$ cat config.mk
export PLATFORM = sky130hd
export DESIGN_NAME = xpcr_ctrl
export DESIGN_NICKNAME = d
export VERILOG_FILES = /design/src/rtl/core/assert_macros.svh /design/src/rtl/core/xpcr_pkg.sv /design/src/rtl/core/xpcr_ctrl.sv
export SDC_FILE = /design/constraint.sdc
export NUM_CORES = 1
export LEC_CHECK = 0
export BUFFER_PORTS_ARGS = -buffer_cell sky130_fd_sc_hd__buf_2
export CAP_MARGIN = 20
export CELL_PAD_IN_SITES_DETAIL_PLACEMENT = 1
export CELL_PAD_IN_SITES_GLOBAL_PLACEMENT = 2
export CORE_ASPECT_RATIO = 2
export CORE_UTILIZATION = 25
export DETAILED_ROUTE_END_ITERATION = 10
export PLACE_DENSITY_LB_ADDON = 0.05
export SLEW_MARGIN = 20
export SYNTH_ARGS = -nofsm -noshare
export SYNTH_HDL_FRONTEND = slang
export SYNTH_SLANG_ARGS = --single-unit
$ cat constraint.sdc
create_clock -name clk -period 2 [get_ports clk]
set_clock_uncertainty 0.2 [all_clocks]
set_input_delay 0.1 -clock clk [delete_from_list [all_inputs] [get_ports clk]]
set_output_delay 0.1 -clock clk [all_outputs]
set_load 0.02 [all_outputs]
$ cat src/rtl/core/assert_macros.svh
// Assertion helpers shared by the RTL. Both expect clk and rst_n in scope.
`ifndef ASSERT_MACROS_SVH
`define ASSERT_MACROS_SVH

// Same-cycle implication.
`define XPCR_ASSERT_IMP(lbl, ante, cons, msg) \
  lbl: assert property (@(posedge clk) disable iff (!rst_n) (ante) |-> (cons)) else $error(msg);

// Next-cycle implication.
`define XPCR_ASSERT_NEXT(lbl, ante, cons, msg) \
  lbl: assert property (@(posedge clk) disable iff (!rst_n) (ante) |=> (cons)) else $error(msg);

`endif

$ cat src/rtl/core/xpcr_pkg.sv
package xpcr_pkg;

  localparam int NUM_W = 12;
  localparam int CNT_W = 13;
  localparam int CFG_AW = 2;
  localparam int CFG_DW = 13;

  typedef enum logic [1:0] {
    OP_DATA   = 2'd0,
    OP_PARITY = 2'd1,
    OP_CHECK  = 2'd2,
    OP_READ   = 2'd3
  } op_t;

  localparam logic [CFG_AW-1:0] CFG_TOTAL  = 2'd0;
  localparam logic [CFG_AW-1:0] CFG_GSIZE  = 2'd1;
  localparam logic [CFG_AW-1:0] CFG_CWORDS = 2'd2;

  typedef struct packed {
    logic [1:0]  operation;
    logic [11:0] seq_or_group;
    logic [9:0]  word_index;
    logic [63:0] word_value;
    logic        last_word;
  } in_t;

  typedef struct packed {
    logic        accepted;
    logic [12:0] missing_chunks;
    logic [11:0] missing_seq;
    logic        recovered;
    logic [63:0] read_value;
    logic [12:0] received_total;
    logic [12:0] recovered_total;
    logic        all_done;
  } out_t;

  typedef struct packed {
    logic clr;
    logic load;
    logic div;
    logic mul;
    logic sinit;
    logic look;
    logic scan;
    logic exec;
    logic emit;
  } cmd_t;

  typedef struct packed {
    op_t  op;
    logic clr_done;
    logic hit;
    logic div_done;
    logic grp_ok;
    logic scan_done;
  } sts_t;

endpackage

$ cat src/rtl/core/xpcr_ctrl.sv
module xpcr_ctrl
  import xpcr_pkg::*;
(
  input  logic       clk,
  input  logic       rst_n,
  input  logic       in_valid,
  input  logic [1:0] in_op,
  input  logic       out_free,
  input  sts_t       sts,
  output logic       in_stall,
  output cmd_t       cmd
);

  typedef enum logic [8:0] {
    S_CLEAR = 9'b000000001,
    S_IDLE  = 9'b000000010,
    S_DIV   = 9'b000000100,
    S_MUL   = 9'b000001000,
    S_SINIT = 9'b000010000,
    S_LOOK  = 9'b000100000,
    S_SCAN  = 9'b001000000,
    S_EXEC  = 9'b010000000,
    S_DONE  = 9'b100000000
  } state_t;

  state_t state_r, state_nxt;

  always_ff @(posedge clk) begin
    if (!rst_n) begin
      state_r <= S_CLEAR;
    end else begin
      state_r <= state_nxt;
    end
  end

  always_comb begin
    cmd       = '0;
    state_nxt = state_r;
    unique case (state_r)
      S_CLEAR: begin
        cmd.clr = 1'b1;
        if (sts.clr_done) state_nxt = S_IDLE;
      end
      S_IDLE: begin
        if (in_valid) begin
          cmd.load = 1'b1;
          unique case (op_t'(in_op))
            OP_DATA:   state_nxt = S_DIV;
            OP_PARITY: state_nxt = S_MUL;
            OP_CHECK:  state_nxt = S_MUL;
            OP_READ:   state_nxt = S_LOOK;
          endcase
        end
      end
      S_DIV: begin
        if (sts.hit) begin
          state_nxt = S_LOOK;
        end else begin
          cmd.div = 1'b1;
          if (sts.div_done) state_nxt = S_LOOK;
        end
      end
      S_MUL: begin
        cmd.mul   = 1'b1;
        state_nxt = (sts.op == OP_PARITY) ? S_LOOK : S_SINIT;
      end
      S_SINIT: begin
        cmd.sinit = 1'b1;
        state_nxt = sts.grp_ok ? S_SCAN : S_EXEC;
      end
      S_LOOK: begin
        cmd.look  = 1'b1;
        state_nxt = S_EXEC;
      end
      S_SCAN: begin
        cmd.scan = 1'b1;
        if (sts.scan_done) state_nxt = S_EXEC;
      end
      S_EXEC: begin
        cmd.exec  = 1'b1;
        state_nxt = S_DONE;
      end
      S_DONE: begin
        if (out_free) begin
          cmd.emit  = 1'b1;
          state_nxt = S_IDLE;
        end
      end
      default: state_nxt = S_CLEAR;
    endcase
  end

  assign in_stall = (state_r != S_IDLE);

endmodule

==> impl_metrics.tcl <==
set metrics [dict create \
    outcome "finished with violations" \
    violations "setup timing" \
    synth_edf_count 0 \
    drc 0 \
    ys_seq_elements 9 \
    viasPerCell 5.33 \
    synth_top_area_cell "dfxtp_1" \
    grt-busiest-layer "met2" \
    period_needed_ns 2.23 \
    grt_max_degree 12 \
    antenna_found_initial 0 \
    clock.fmax_mhz 448 \
    cts_tree "done" \
    largest_register_ff_count 9 \
    p_leak_nw 0.544 \
    worstPathArrival_ns 1.93 \
    area_growth_pct 74.3 \
    critPathLaunchType "register" \
    yosysSeqAreaShare 0.235 \
    async_flop_share 0 \
    tightest_slew_ns 0.416 \
    p_sw_mw 0.324 \
    hpwl_um 2160 \
    worstHoldPathType "primary input to register" \
    drv_cap 0 \
    layout-drive-gt1-share 0.572 \
    tns_ns -1.16 \
    synth_warnings 0 \
    routabilityCongestion 0.787 \
    clock_path_buffers 2 \
    io_buffers 22 \
    die_h_um 80.3 \
    clockRootBuffer "clkbuf_8" \
    setup_viol 11 \
    maxSlewViolCount 0 \
    cp_max_fo 3 \
    hold_viol 0 \
    slew_headroom 0.719 \
    firstDrtPassIters 4 \
    htreeDepth 1 \
    grt_util_met1 0.194 \
    p_int_mw 0.590 \
    endpoint_kind "primary output" \
    dp_worst_setup_slack_ns -0.0949 \
    synth.top_cells.by_area "dfxtp_1 (24%), nor4_4 (5.6%), nand2b_1 (4.1%)" \
    pwr-share-clk 0.241 \
    final_common_cell "buf_4" \
    grt_pass1_wl_um 4460 \
    io_pins 23 \
    combPwrFrac 0.529 \
    core_area_sq_mm 0.00294 \
    cts_buffers 3 \
    min_period_over_period 1.12 \
    die-area_sq_mm 0.00330 \
    vias 895 \
    dr.first_iter.drc_count 15 \
    switching_share 0.355 \
    grt_usage 0.202 \
    yosys.area.top_type_share 0.235 \
    clock-sinks 9 \
    wl_per_cell_um 16.8 \
    routed_wirelength_um 2810 \
    ant_nets 0 \
    synthCells 93 \
    final_nets 154 \
    grt_pass1_vias 944 \
    start_util 0.260 \
    rsz0062_at_grt "yes" \
    synth_cell_types 42 \
    syn-mean-instance-area_sq_um 8.23 \
    clk_latency_ns 0.24 \
    synth_nets 108 \
    grt_overflow_total 0 \
    rows 28 \
    required_ns 1.70 \
    p_seq_frac 0.231 \
    grt_util_met3 0.0110 \
    synth_ff_type "dfxtp_1" \
    n_antenna_cell 0 \
    synthesis.area_sq_um 766 \
    clkSlewWorstSetupHoldPaths_ns 0.05 \
    powerDensity_mw_per_mm2 685 \
    fin_ws_ns -0.234 \
    vdd_drop_max_uv 500 \
    reg_top3 "state_r (9)" \
    grt_use_met2 0.381 \
    final_cell_mix "buf_4 (22), buf_6 (13), buf_2 (12)" \
    largest_register "state_r" \
    worstSetupPathType "register to primary output" \
    die_w_um 41.1 \
]
[metrics by stage]
stage          hold slack [ns]  area [sq um]  utilization  std cells  total power, mW
6_report               0.00804          1340        0.454        168            0.914
5_1_grt                 0.0269          1340        0.454        168            0.967
4_1_cts                0.00770          1220        0.413        165            0.844
3_5_place_dp             0.206          1030        0.349        153            0.563
3_3_place_gp             0.190          1030        0.349        153            0.563
2_1_floorplan           0.0178           812            -         93            0.467
[metal layers]
layer / up-vias / part of all wire
li1: 438 / -
met1: 433 / 0.35
met2: 22 / 0.61
met3: 2 / 0.028
met4: 0 / 0.012
met5: - / 0
[cell type report]
type,count,area (sq um)
clock buffers,4,45.0
well taps,30,37.5
multi-input cells,70,631
flip-flops and latches,9,185
fillers,363,1610
repair buffers,51,422
inverters,4,15.0
[logic make-up (layout without fill, tap and decap cells)]
group / after synthesis / after routing / share of synthesized area
compound gates: 18 / 18 / 0.155
xor+xnor: 1 / 1 / 0.0114
fa+ha+maj: 3 / 3 / 0.0457
buf+inv: 14 / 59 / 0.0850
flops: 9 / 9 / 0.235
mux: 1 / 1 / 0.0131
simple gates: 47 / 47 / 0.454
[worst max-delay path, cell delays in order (launching register included)]
cell and delay, ns:
dfxtp_2 0.31, or4_4 0.57, or4_4 0.47, nor3b_4 0.21
buf_6 0.14
[power by group through the flow]
stage          clock [mW]  combinational, mW  sequential [mW]
2_1_floorplan           0              0.262            0.205
3_3_place_gp            0              0.350            0.213
6_report            0.220              0.483            0.211
3_5_place_dp            0              0.351            0.212
5_1_grt             0.236              0.518            0.213
4_1_cts             0.228              0.405            0.211
[timing repair]
action	4_1_cts	5_1_grt
resized for setup	18	24
hold endpoints to repair	4	0
setup buffers	5	5
pin swaps	8	6
hold buffers	3	0
setup endpoints to repair	13	16
[worst paths after layout]
check | start | endpoint | slack (ns) | depth (start not counted)
min reg2reg | state_r[4] | state_r[7] | 0.49 | 3
max reg2reg | state_r[7] | state_r[2] | -0.10 | 8
min | sts[6] | state_r[4] | 0.008 | 3
max | state_r[7] | cmd[5] | -0.23 | 4
[cell usage after synthesis, types with 3 or more instances]
library cell and count:
a21oi_1 3, and3_1 3, buf_2 3, clkbuf_1 5, dfxtp_1 9, inv_1 4
nand2b_1 5, nor2_1 6, nor2b_1 3, nor3_1 5, nor4_1 4, nor4b_1 3
o21ai_0 5
Power figures use the tool's default switching activity.
